===== src/sv/srts_pkg.sv =====
package srts_pkg;

   localparam int NUM_TASKS = 16;
   localparam int IDX_W     = 4;
   localparam int CNT_W     = 5;
   localparam int KEY_W     = 32;
   localparam int TIME_W    = 63;

   localparam logic [TIME_W-1:0] MAX63     = {TIME_W{1'b1}};
   localparam logic [TIME_W-1:0] TICK_NS   = 63'd1000;
   localparam logic [TIME_W-1:0] STEPS_RST = 63'd1000000;

   localparam logic [63:0] MIX_GOLDEN = 64'h9e3779b97f4a7c15;
   localparam logic [63:0] MIX_MUL1   = 64'hbf58476d1ce4e5b9;
   localparam logic [63:0] MIX_MUL2   = 64'h94d049bb133111eb;
   localparam logic [63:0] SEED_XOR   = 64'hd1b54a32d192ed03;

   // request op codes
   localparam logic [3:0] OP_START      = 4'd0;
   localparam logic [3:0] OP_POINT      = 4'd1;
   localparam logic [3:0] OP_PARK       = 4'd2;
   localparam logic [3:0] OP_SLEEP      = 4'd3;
   localparam logic [3:0] OP_EXIT       = 4'd4;
   localparam logic [3:0] OP_JOIN       = 4'd5;
   localparam logic [3:0] OP_NOTIFY     = 4'd6;
   localparam logic [3:0] OP_NOTIFY_ONE = 4'd7;
   localparam logic [3:0] OP_WAKE       = 4'd8;
   localparam logic [3:0] OP_SPAWN      = 4'd9;

   // response status codes
   localparam logic [1:0] RES_OK       = 2'd0;
   localparam logic [1:0] RES_DEADLOCK = 2'd1;
   localparam logic [1:0] RES_BUDGET   = 2'd2;
   localparam logic [1:0] RES_FULL     = 2'd3;

   // task states
   localparam logic [1:0] ST_RUNNABLE = 2'd0;
   localparam logic [1:0] ST_PARKED   = 2'd1;
   localparam logic [1:0] ST_SLEEPING = 2'd2;
   localparam logic [1:0] ST_DONE     = 2'd3;

   // register indexes
   localparam logic CSR_SEED      = 1'b0;
   localparam logic CSR_MAX_STEPS = 1'b1;

   // datapath commands
   localparam int CMD_W = 5;
   localparam logic [CMD_W-1:0] CMD_NONE        = 5'd0;
   localparam logic [CMD_W-1:0] CMD_LOAD        = 5'd1;
   localparam logic [CMD_W-1:0] CMD_START_TABLE = 5'd2;
   localparam logic [CMD_W-1:0] CMD_MIX_SEED    = 5'd3;
   localparam logic [CMD_W-1:0] CMD_MIX_RAND    = 5'd4;
   localparam logic [CMD_W-1:0] CMD_TAKE_SEED   = 5'd5;
   localparam logic [CMD_W-1:0] CMD_TAKE_RAND   = 5'd6;
   localparam logic [CMD_W-1:0] CMD_OWN         = 5'd7;
   localparam logic [CMD_W-1:0] CMD_STEP        = 5'd8;
   localparam logic [CMD_W-1:0] CMD_TICK        = 5'd9;
   localparam logic [CMD_W-1:0] CMD_WAKE        = 5'd10;
   localparam logic [CMD_W-1:0] CMD_COUNT_RUN   = 5'd11;
   localparam logic [CMD_W-1:0] CMD_COUNT_KEY   = 5'd12;
   localparam logic [CMD_W-1:0] CMD_PICK_INIT   = 5'd13;
   localparam logic [CMD_W-1:0] CMD_PICK_STEP   = 5'd14;
   localparam logic [CMD_W-1:0] CMD_MIN_INIT    = 5'd15;
   localparam logic [CMD_W-1:0] CMD_MIN_STEP    = 5'd16;
   localparam logic [CMD_W-1:0] CMD_JUMP        = 5'd17;
   localparam logic [CMD_W-1:0] CMD_FAIL_BUDGET = 5'd18;
   localparam logic [CMD_W-1:0] CMD_FAIL_DEAD   = 5'd19;
   localparam logic [CMD_W-1:0] CMD_PUBLISH     = 5'd20;

   typedef struct packed {
      logic [CMD_W-1:0] code;
      logic             key_mode;
   } srts_cmd_type;

   typedef struct packed {
      logic [3:0] op;
      logic       mix_done;
      logic       rem_done;
      logic       n_zero;
      logic       over_budget;
      logic       pick_hit;
      logic       idx_last;
      logic       found;
      logic       cur_ok;
   } srts_stat_type;

endpackage


===== src/sv/srts_ctrl.sv =====
module srts_ctrl (
   input  logic                    clock,
   input  logic                    reset,
   input  logic                    req_valid,
   output logic                    req_stall,
   output logic                    rsp_valid,
   input  logic                    rsp_stall,
   input  srts_pkg::srts_stat_type stat,
   output srts_pkg::srts_cmd_type  cmd
);
   import srts_pkg::*;

   localparam logic [3:0] S_INIT     = 4'd0;
   localparam logic [3:0] S_INIT_W   = 4'd1;
   localparam logic [3:0] S_IDLE     = 4'd2;
   localparam logic [3:0] S_DISPATCH = 4'd3;
   localparam logic [3:0] S_START_W  = 4'd4;
   localparam logic [3:0] S_STEP     = 4'd5;
   localparam logic [3:0] S_CHECK    = 4'd6;
   localparam logic [3:0] S_WAKE     = 4'd7;
   localparam logic [3:0] S_COUNT    = 4'd8;
   localparam logic [3:0] S_ZERO     = 4'd9;
   localparam logic [3:0] S_MIX_W    = 4'd10;
   localparam logic [3:0] S_REM_W    = 4'd11;
   localparam logic [3:0] S_PICK     = 4'd12;
   localparam logic [3:0] S_MIN      = 4'd13;
   localparam logic [3:0] S_JUMP     = 4'd14;
   localparam logic [3:0] S_FINISH   = 4'd15;

   logic [3:0] state_ff, state_in;
   logic       mode_ff, mode_in, second_ff, second_in;
   logic       rsp_valid_ff, rsp_valid_in;
   logic       publish;

   always_comb begin
      state_in  = state_ff;
      mode_in   = mode_ff;
      second_in = second_ff;
      cmd.code  = CMD_NONE;
      publish   = 1'b0;
      unique case (state_ff)
         S_INIT: begin
            cmd.code = CMD_MIX_SEED;
            state_in = S_INIT_W;
         end
         S_INIT_W: begin
            if (stat.mix_done) begin
               cmd.code = CMD_TAKE_SEED;
               state_in = S_IDLE;
            end
         end
         S_IDLE: begin
            if (req_valid) begin
               cmd.code = CMD_LOAD;
               state_in = S_DISPATCH;
            end
         end
         S_DISPATCH: begin
            case (stat.op) inside
               OP_START: begin
                  cmd.code = CMD_START_TABLE;
                  state_in = S_START_W;
               end
               OP_POINT, OP_PARK, OP_SLEEP, OP_EXIT, OP_JOIN: begin
                  cmd.code = CMD_OWN;
                  state_in = S_STEP;
               end
               OP_NOTIFY_ONE: begin
                  cmd.code = CMD_COUNT_KEY;
                  mode_in  = 1'b1;
                  state_in = S_ZERO;
               end
               default: begin
                  cmd.code = CMD_OWN;
                  state_in = S_FINISH;
               end
            endcase
         end
         S_START_W: begin
            if (stat.mix_done) begin
               cmd.code = CMD_TAKE_SEED;
               state_in = S_FINISH;
            end
         end
         S_STEP: begin
            cmd.code = CMD_STEP;
            state_in = S_CHECK;
         end
         S_CHECK: begin
            if (stat.over_budget) begin
               cmd.code = CMD_FAIL_BUDGET;
               state_in = S_FINISH;
            end else begin
               cmd.code  = CMD_TICK;
               second_in = 1'b0;
               state_in  = S_WAKE;
            end
         end
         S_WAKE: begin
            cmd.code = CMD_WAKE;
            state_in = S_COUNT;
         end
         S_COUNT: begin
            cmd.code = CMD_COUNT_RUN;
            mode_in  = 1'b0;
            state_in = S_ZERO;
         end
         S_ZERO: begin
            if (!stat.n_zero) begin
               cmd.code = CMD_MIX_RAND;
               state_in = S_MIX_W;
            end else if (mode_ff) begin
               state_in = S_FINISH;
            end else if (!second_ff) begin
               cmd.code = CMD_MIN_INIT;
               state_in = S_MIN;
            end else begin
               cmd.code = CMD_FAIL_DEAD;
               state_in = S_FINISH;
            end
         end
         S_MIX_W: begin
            if (stat.mix_done) begin
               cmd.code = CMD_TAKE_RAND;
               state_in = S_REM_W;
            end
         end
         S_REM_W: begin
            if (stat.rem_done) begin
               cmd.code = CMD_PICK_INIT;
               state_in = S_PICK;
            end
         end
         S_PICK: begin
            cmd.code = CMD_PICK_STEP;
            if (stat.pick_hit) state_in = S_FINISH;
         end
         S_MIN: begin
            cmd.code = CMD_MIN_STEP;
            if (stat.idx_last) state_in = S_JUMP;
         end
         S_JUMP: begin
            if (!stat.found) begin
               cmd.code = CMD_FAIL_DEAD;
               state_in = S_FINISH;
            end else begin
               cmd.code  = CMD_JUMP;
               second_in = 1'b1;
               state_in  = S_WAKE;
            end
         end
         S_FINISH: begin
            // hand off to the response register once it is empty or its response is being taken
            if (!rsp_valid_ff || !rsp_stall) begin
               cmd.code = CMD_PUBLISH;
               publish  = 1'b1;
               state_in = S_IDLE;
            end
         end
         default: state_in = S_IDLE;
      endcase
      cmd.key_mode = mode_ff;
      rsp_valid_in = (rsp_valid_ff & rsp_stall) | publish;
   end

   always_ff @(posedge clock) begin
      if (reset) begin
         state_ff     <= S_INIT;
         mode_ff      <= 1'b0;
         second_ff    <= 1'b0;
         rsp_valid_ff <= 1'b0;
      end else begin
         state_ff     <= state_in;
         mode_ff      <= mode_in;
         second_ff    <= second_in;
         rsp_valid_ff <= rsp_valid_in;
      end
   end

   assign req_stall = state_ff != S_IDLE;
   assign rsp_valid = rsp_valid_ff;
endmodule


===== config.mk =====
export PLATFORM = sky130hd
export DESIGN_NAME = srts_ctrl
export DESIGN_NICKNAME = d
export VERILOG_FILES = /design/src/sv/srts_pkg.sv /design/src/sv/srts_ctrl.sv
export SDC_FILE = /design/constraint.sdc
export NUM_CORES = 1
export LEC_CHECK = 0
export ABC_CLOCK_PERIOD_IN_PS = 2300
export BUFFER_PORTS_ARGS = -buffer_cell sky130_fd_sc_hd__buf_2
export CORE_MARGIN = 2
export CORE_UTILIZATION = 50
export CTS_BUF_LIST = sky130_fd_sc_hd__clkbuf_4
export DETAILED_ROUTE_END_ITERATION = 10
export PLACE_DENSITY = 0.89
export SYNTH_ARGS = -nofsm -noshare
export SYNTH_HDL_FRONTEND = slang
export SYNTH_SLANG_ARGS = --single-unit

===== constraint.sdc =====
create_clock -name clock -period 2.3 [get_ports clock]
set_input_delay 0.345 -clock clock [delete_from_list [all_inputs] [get_ports clock]]
set_output_delay 0.345 -clock clock [all_outputs]
set_load 0.02 [all_outputs]

==> flow_metrics.env, run 1 <==
export IMPL_synth_top_area_share=0.170
export IMPL_global_route_wire_length_before_repair_microns=3820
export IMPL_final_routed_wire_length_divided_by_cell_count_microns=14.8
export IMPL_max_slew_worst_pin_slew_ps=407
export IMPL_core_area_sq_um=1520
export IMPL_synthTopCellsByCount="14 x nor2_1, 13 x nand2_1, 9 x a21oi_1, 9 x o21ai_0, 7 x dfxtp_1"
export IMPL_synth_net_count=139
export IMPL_yosysSeqAreaShare=0.170
export IMPL_final_setup_violation_count=0
export IMPL_initial_drc_count=46
export IMPL_critical_path_data_required_time_ps=1960
export IMPL_synth_most_common_cell="nor2_1"
export IMPL_static_leakage_power_uw=0.000408
export IMPL_htreeDepth=1
export IMPL_synthArstFlopShare=0
export IMPL_cts_sinks=7
export IMPL_nets=158
export IMPL_antenna_found_initial=0
export IMPL_endpoint_kind="primary output"
export IMPL_ant_nets=0
export IMPL_final_core_util=0.637
export IMPL_vias=1027
export IMPL_core_rowCount=14
export IMPL_criticalPathCategory="reg2out"
export IMPL_synth_top_cells_by_area="dfxtp_1 17%, nor2_1 6.4%, nand2_1 5.9%, a21oi_1 5.5%, o21ai_0 5.5%"
export IMPL_drt_drc_violations_left=0
export IMPL_floorplan_initialDensity=0.539
export IMPL_peakVddDrop_mv=0.542
export IMPL_grt_usage=0.259
export IMPL_ys_seq_elements=7
export IMPL_pin_count=24
export IMPL_period_needed_ps=2080
export IMPL_synth_largest_area_cell="dfxtp_1"
export IMPL_critical_path_max_fanout=13
export IMPL_clockRootBuffer="clkbuf_4"
export IMPL_netlist_cell_type_count=40
export IMPL_global_route_overflow_total=0
export IMPL_finalInstanceArea_sq_um=971
export IMPL_worst_ep_arrival_time_ps=1730
export IMPL_dieArea_sq_um=1980
export IMPL_cts_tree="yes"
export IMPL_number_of_global_route_vias_before_repair=883
export IMPL_portBuffers=22
export IMPL_hp_class="in2reg"
export IMPL_insertion_delay_ps=250
export IMPL_finalHoldViolations=0
export IMPL_via_per_inst=6.54
export IMPL_cap_violations=0
export IMPL_min_period_over_period=0.904
export IMPL_die_y_microns=44.5
export IMPL_skew_ps=1.25
export IMPL_flow_area_growth_from_synthesis_pct=18.1
export IMPL_cell_area_after_synthesis_sq_um=822
export IMPL_synth_flop_cell="dfxtp_1"
export IMPL_crit_path_launch_type="register"
export IMPL_finalSetupTns_ps=0
export IMPL_antenna_cells=0
export IMPL_drive_above_1_share=0.255
export IMPL_cts_buffers_inserted=3
export IMPL_die_x_microns=44.5
export IMPL_achievable_frequency_mhz=481
export IMPL_post_dp_cell_area_sq_um=936
export IMPL_holdBufCountCts=0
export IMPL_cts_setup_buffers=0
export IMPL_gp_routability_congestion=0.942
export IMPL_relSlewSlack=0.727
export IMPL_hpwlAfterDp_microns=1780
export IMPL_clk_pin_slew_ps=50
export IMPL_postRouteWirelength_microns=2330
export IMPL_status="complete, no violations"
export IMPL_syn_area_per_cell_sq_um=6.68
export IMPL_clock_path_buffers=2
export IMPL_pin_count_of_the_biggest_net_entering_global_routing=18
export IMPL_synth_cells=123
export IMPL_synth_edf_count=0
export IMPL_ctsResizeCount=0
export IMPL_rsz0062_at_grt="no"
export IMPL_final_slew_violations=0
export IMPL_drt_first_pass_iters=4
export IMPL_yosysWarningCount=0
export IMPL_power_density_nw_per_um2=1200
[worst max-delay path: stages, from the launching register on]
cell and delay [ps]:
dfxtp_2 490, nor2b_1 310, nand2_1 90, nor2_1 200, a21oi_1 100, o2111ai_1 100, buf_2 190
[metal layers]
| metal | GRT usage | wire length [microns] | up-vias |
|---|---|---|---|
| met1 | 0.363 | 965 | 460 |
| met4 | 0.0485 | 18 | 0 |
| li1 | - | - | 498 |
| met2 | 0.400 | 1090 | 65 |
| met3 | 0.0694 | 252 | 4 |
| met5 | 0 | 0 | - |
[layout make-up]
class                      instances  area, sq um
multi-input combinational        101          612
fill                             135          553
timing repair buffer              26          153
sequential                         7          145
clock buffer                       4         30.0
tap                               16         20.0
inverter                           3         11.3
[flip-flops by register name, summed over array words and instances (netlist names)]
name / count
state_ff: 4
mode_ff: 1
rsp_valid: 1
second_ff: 1
[cell usage in the layout (no fill, tap or decap), types with 3 or more instances in the layout]
| cell | n |
|---|---|
| a211oi_1 | 5 |
| a21oi_1 | 9 |
| a31oi_1 | 3 |
| buf_2 | 22 |
| buf_4 | 3 |
| clkbuf_4 | 4 |
| dfxtp_1 | 3 |
| dfxtp_2 | 4 |
| nand2_1 | 13 |
| nand3_1 | 6 |
| nor2_1 | 14 |
| nor2b_1 | 5 |
| nor3_1 | 5 |
| o21ai_0 | 9 |
[power breakdown]
| part | leakage, uW | internal, uW | switching, uW |
|---|---|---|---|
| combinational | 0.000331 | 323 | 449 |
| clock | 0.0000184 | 77.9 | 44.1 |
| sequential | 0.0000585 | 157 | 114 |
| total | 0.000408 | 557 | 607 |
[kinds of logic after synthesis]
group | share of synthesized area
AND/OR/NAND/NOR | 0.373
XOR/XNOR | 0.0107
multiplexers | 0.0122
buffers and inverters | 0.0852
flip-flops | 0.170
AO/OA/AOI/OAI | 0.349
[metrics by stage]
stage	instances	power, uW	worst slack (ps)	hold WS, ps
2_1_floorplan	123	812	489	504
6_report	157	1160	220	369
4_1_cts	157	1150	61.3	365
5_1_grt	157	1270	74.2	362
3_5_place_dp	153	1020	342	523
3_3_place_gp	153	1000	370	510
[final timing paths]
check,startpoint,endpoint,slack [ps],depth (start not counted)
max,state_ff[0],cmd[1],220,6
min,reset,state_ff[3],370,2
max reg2reg,state_ff[3],state_ff[3],580,5
min reg2reg,rsp_valid,rsp_valid,530,2
No activity file was read; power rests on OpenSTA's default activity.
==> run 2: changes to the inputs <==
Settings changed: CORE_MARGIN 2 to default, CTS_BUF_LIST sky130_fd_sc_hd__clkbuf_4 to sky130_fd_sc_hd__clkbuf_16.
==> run 2 against run 1 <==
Net effect:
- sequential power down 3%
- worst hold slack better by 29 ps
- first-iteration DRC count decreased by 6.5%
==> flow_metrics.env, run 2 (synthesis gave the netlist of run 1 again) <==
export IMPL_status="complete, no violations"
export IMPL_cp_depth=6
export IMPL_skew_ps=1.88
export IMPL_finalHoldViolations=0
export IMPL_antenna_found_initial=0
export IMPL_pin_count_of_the_biggest_net_entering_global_routing=22
export IMPL_cts_setup_buffers=0
export IMPL_final_slew_violations=0
export IMPL_via_per_inst=6.41
export IMPL_p_seq_frac=0.201
export IMPL_core_area_sq_um=1520
export IMPL_period_needed_ps=2180
export IMPL_antenna_cells=0
export IMPL_hpwlAfterDp_microns=1700
export IMPL_internal_power_uw=691
export IMPL_crit_slowest_cell="dfxtp_1"
export IMPL_sw_frac_of_total=0.474
export IMPL_cp_slowest_stage_delay_ps=630
export IMPL_cp_top_family="flip-flops"
export IMPL_criticalPathCategory="reg2out"
export IMPL_hp_class="in2reg"
export IMPL_reg2reg_depth=5
export IMPL_portBuffers=22
export IMPL_number_of_buffers_and_inverters_on_the_critical_path=1
export IMPL_layout_setup_ws_ps=120
export IMPL_crit_path_launch_type="register"
export IMPL_ctsResizeCount=0
export IMPL_power_density_nw_per_um2=1300
export IMPL_postRouteWirelength_microns=2310
export IMPL_drive_above_1_share=0.232
export IMPL_crit_chain="nor2b_1, nand2_1, nor2_1, a21oi_1, o2111ai_1, buf_2"
export IMPL_final_routed_wire_length_divided_by_cell_count_microns=14.6
export IMPL_drt_first_pass_iters=5
export IMPL_endpoint_kind="primary output"
export IMPL_ant_nets=0
export IMPL_die_x_microns=42.5
export IMPL_pwr_share_comb=0.580
export IMPL_gp_routability_congestion=0.970
export IMPL_totalPowerFinal_uw=1310
export IMPL_clock_path_buffers=2
export IMPL_total_switching_power_uw=622
export IMPL_floorplan_initialDensity=0.539
export IMPL_largest_register_ffs=4
export IMPL_worst_ep_arrival_time_ps=1830
export IMPL_mostFrequentLayoutCell="buf_2"
export IMPL_holdBufCountCts=0
export IMPL_flow_area_growth_from_synthesis_pct=23.0
export IMPL_global_route_wire_length_before_repair_microns=3730
export IMPL_insertion_delay_ps=230
export IMPL_holdPathStages=2
export IMPL_min_period_over_period=0.948
export IMPL_global_route_overflow_total=0
export IMPL_rsz0062_at_grt="no"
export IMPL_clk_pin_slew_ps=40
export IMPL_vias=1012
export IMPL_max_slew_worst_pin_slew_ps=511
export IMPL_clockRootBuffer="clkbuf_16"
export IMPL_critical_path_max_fanout=13
export IMPL_dieArea_sq_um=1810
export IMPL_relSlewSlack=0.659
export IMPL_grt_usage=0.267
export IMPL_registers_top_by_ff_count="state_ff"
export IMPL_clockPowerShare=0.219
export IMPL_cts_sinks=7
export IMPL_critical_path_data_required_time_ps=1960
export IMPL_pin_count=24
export IMPL_number_of_global_route_vias_before_repair=833
export IMPL_core_rowCount=14
export IMPL_final_setup_violation_count=0
export IMPL_finalSetupTns_ps=0
export IMPL_cts_buffers_inserted=3
export IMPL_achievable_frequency_mhz=459
export IMPL_die_y_microns=42.5
export IMPL_initial_drc_count=43
export IMPL_place_worst_setup_slack_ps=356
export IMPL_static_leakage_power_uw=0.000432
export IMPL_htreeDepth=1
export IMPL_peakVddDrop_mv=0.746
export IMPL_cap_violations=0
export IMPL_cts_tree="yes"
export IMPL_layout_common_cells="22 x buf_2, 14 x nor2_1, 13 x nand2_1"
export IMPL_nets=159
export IMPL_drt_drc_violations_left=0
[run 2: cell types whose count changed in the layout (fill, tap and decap cells not counted)]
cell	delta
inv_1	+1
clkbuf_4	-4
buf_12	-1
dfxtp_1	+3
dfxtp_2	-3
clkbuf_16	+3
buf_4	+2
[run 2: final timing paths]
kind	start	endpoint	slack, ps
setup / recovery	state_ff[0]	cmd[1]	120
hold / removal	reset	state_ff[3]	400
setup reg to reg	state_ff[0]	state_ff[1]	410
hold reg to reg	rsp_valid	rsp_valid	530
[run 2: power by group through the flow]
stage | logic (uW) | clock network, uW | registers, uW
3_5_place_dp | 748 | 0 | 259
4_1_cts | 752 | 293 | 258
3_3_place_gp | 735 | 0 | 258
2_1_floorplan | 644 | 0 | 168
6_report | 762 | 287 | 264
5_1_grt | 825 | 300 | 275
[run 2: worst reg2reg max path, cell delays in order, from the launching register on]
cell	delay (ps)
dfxtp_1	630
mux2i_1	150
and3_1	240
nor4_4	440
nor2_1	80
a211oi_1	250
[run 2: routing by layer]
layer	part of all wire	global-route usage	vias up
met2	0.47	0.385	48
li1	-	-	499
met5	0	0	-
met1	0.44	0.387	463
met3	0.085	0.0862	2
met4	0.0022	0.0563	0
[run 2: final cells by class]
class	instances	area, sq um
multi-input combinational	101	612
fill	140	513
timing repair buffer	27	148
sequential	7	141
clock buffer	3	75.1
tap	16	20.0
inverter	3	11.3
clock inverter	1	3.75
[run 2: metrics by stage]
stage | util | cell area [sq um] | hold slack (ps) | std cells
floorplan | - | 822 | 504 | 123
detailed placement | 0.611 | 931 | 518 | 154
global route | 0.663 | 1010 | 418 | 158
CTS | 0.663 | 1010 | 393 | 158
global placement | 0.611 | 931 | 507 | 154
finish | 0.663 | 1010 | 398 | 158
==> run 3: changes to the inputs <==
Settings changed: ABC_CLOCK_PERIOD_IN_PS 2300 to 2200, GPL_TIMING_DRIVEN from default to 0, SETUP_SLACK_MARGIN from default to 0.15.
Clock period 2.3 ns to 2.2 ns, I/O delays scaled along.
==> run 3 against run 2 <==
Net effect:
- final cell count rose by 3.8%
- core utilization is 4.4 points higher
- non-clock buffer count increased by 6
- worst hold slack improved by 24 ps
- critical endpoint unchanged
- sequential share of layout area fell by 0.88 points
- first-iteration DRC count increased by 140%
- setup slack better by 62 ps
- routed wire length grew 20%
- die area did not move
- clock-buffer cell count did not move
- register-to-register slack improved by 70 ps
==> flow_metrics.env, run 3 (synthesis gave the netlist of run 1 again) <==
export IMPL_final_setup_violation_count=0
export IMPL_min_period_over_period=0.917
export IMPL_registers_top_by_ff_count="state_ff"
export IMPL_mostFrequentLayoutCell="buf_2"
export IMPL_achievable_frequency_mhz=496
export IMPL_number_of_buffers_and_inverters_on_the_critical_path=3
export IMPL_holdBufCountCts=0
export IMPL_htreeDepth=1
export IMPL_ant_nets=0
export IMPL_cap_violations=0
export IMPL_peakVddDrop_mv=0.831
export IMPL_final_slew_violations=0
export IMPL_r2r_end="state_ff[3]"
export IMPL_critical_path_data_required_time_ps=1870
export IMPL_hp_class="in2reg"
export IMPL_clock_path_buffers=2
export IMPL_antenna_found_initial=0
export IMPL_power_density_nw_per_um2=1390
export IMPL_global_route_wire_length_before_repair_microns=4350
export IMPL_cts_sinks=7
export IMPL_flow_area_growth_from_synthesis_pct=31.2
export IMPL_timing_reg2reg_setup_slack_ps=480
export IMPL_nets=165
export IMPL_critical_path_max_fanout=10
export IMPL_clockRootBuffer="clkbuf_16"
export IMPL_global_route_overflow_total=0
export IMPL_post_dp_cell_area_sq_um=947
export IMPL_core_rowCount=14
export IMPL_drive_above_1_share=0.304
export IMPL_largest_register_ffs=4
export IMPL_insertion_delay_ps=240
export IMPL_vias=1116
export IMPL_cts_buffers_inserted=3
export IMPL_finalHoldViolations=0
export IMPL_fillCellCount=134
export IMPL_reg2reg_depth=6
export IMPL_status="complete, no violations"
export IMPL_skew_ps=0.887
export IMPL_drt_first_pass_iters=5
export IMPL_portBuffers=21
export IMPL_clk_pin_slew_ps=40
export IMPL_crit_slowest_cell="dfxtp_1"
export IMPL_final_hold_slack_ps=422
export IMPL_antenna_cells=0
export IMPL_cp_depth=7
export IMPL_die_x_microns=42.5
export IMPL_finalSetupTns_ps=0
export IMPL_crit_path_launch_type="register"
export IMPL_grtUsageMet3=0.0905
export IMPL_floorplan_initialDensity=0.539
export IMPL_grt_usage=0.319
export IMPL_drt_drc_violations_left=0
export IMPL_max_slew_worst_pin_slew_ps=441
export IMPL_static_leakage_power_uw=0.000465
export IMPL_endpoint_worst_hold="rsp_valid"
export IMPL_via_per_inst=6.80
export IMPL_initial_drc_count=105
export IMPL_layout_common_cells="23 x buf_2, 13 x nor2_1, 13 x nand2_1"
export IMPL_hpwlAfterDp_microns=1900
export IMPL_endpoint_kind="primary output"
export IMPL_finalInstanceArea_sq_um=1080
export IMPL_place_worst_setup_slack_ps=67.0
export IMPL_layout_setup_ws_ps=182
export IMPL_number_of_global_route_vias_before_repair=991
export IMPL_rsz0062_at_grt="yes"
export IMPL_gp_routability_congestion=0.964
export IMPL_launch_instance_of_the_worst_register_to_register_path="state_ff[1]"
export IMPL_final_core_util=0.708
export IMPL_postRouteWirelength_microns=2760
export IMPL_core_area_sq_um=1520
export IMPL_cp_top_family="buffers and inverters"
export IMPL_global_routing_met1_resource_utilization=0.404
export IMPL_relSlewSlack=0.704
export IMPL_global_route_usage_met2=0.511
export IMPL_hold_path_startpoint="rsp_stall"
export IMPL_die_y_microns=42.5
export IMPL_pin_count_of_the_biggest_net_entering_global_routing=11
export IMPL_dieArea_sq_um=1810
export IMPL_holdPathStages=3
export IMPL_period_needed_ps=2020
export IMPL_criticalPathCategory="reg2out"
export IMPL_worst_ep_arrival_time_ps=1690
export IMPL_cp_slowest_stage_delay_ps=300
export IMPL_final_routed_wire_length_divided_by_cell_count_microns=16.8
export IMPL_busiest_layer="met2"
export IMPL_cts_tree="yes"
export IMPL_crit_chain="buf_6, clkbuf_4, nor3_2, a32o_1, nand2_1, o2111ai_1, buf_2"
export IMPL_pin_count=24
## run 3: changes by cell type in the layout (fill, tap and decap cells not counted), sizes merged
| cell | change |
|---|---|
| clkbuf | +4 |
| buf | +2 |
## run 3: how the worst max path moves through the flow
stage	startpoint	end	slack, ps
2_1_floorplan	state_ff[3]	cmd[1]	400
3_3_place_gp	state_ff[3]	cmd[5]	70
3_5_place_dp	state_ff[3]	cmd[5]	70
4_1_cts	state_ff[1]	cmd[1]	150
5_1_grt	state_ff[0]	cmd[1]	140
6_report	state_ff[0]	cmd[1]	180
## run 3: metrics by stage
step	instances	total power, uW
final	164	1500
after global routing	164	1570
after CTS	164	1440
after detailed placement	160	1080
after global placement	160	1070
after floorplan	123	849
## run 3: repair_timing
item	4_1_cts	5_1_grt
resized for setup	12	13
endpoints found under the setup margin	5	5
gates cloned	0	0
setup buffers	0	0
## run 3: power breakdown
| group | leakage (uW) | switching (uW) | internal (uW) |
|---|---|---|---|
| logic | 0.000365 | 617 | 381 |
| clock network | 0.0000423 | 74.8 | 237 |
| registers | 0.0000576 | 26.5 | 159 |
## run 3: cell type report
| type | count | area (sq um) | share of cell area |
|---|---|---|---|
| repair buffers | 21 | 105 | 0.0974 |
| flip-flops and latches | 7 | 141 | 0.131 |
| inverters | 3 | 11.3 | 0.0104 |
| plain buffers | 12 | 83.8 | 0.0777 |
| clock buffers | 3 | 75.1 | 0.0696 |
| multi-input cells | 101 | 638 | 0.592 |
| well taps | 16 | 20.0 | 0.0186 |
| clock inverters | 1 | 3.75 | 0.00348 |
## run 3: layer usage
layer,routed length (microns),up-vias,part of all wire
met5,0,-,0
met4,78,0,0.028
met3,289,15,0.10
met2,1230,79,0.45
met1,1160,504,0.42
li1,-,518,-
## run 3: tightest hold or removal path: cells and delay by family
kind                   cells  cell delay [ps]
buffers and inverters      1              120
AND/OR/NAND/NOR            1               90
AO/OA/AOI/OAI              1               60
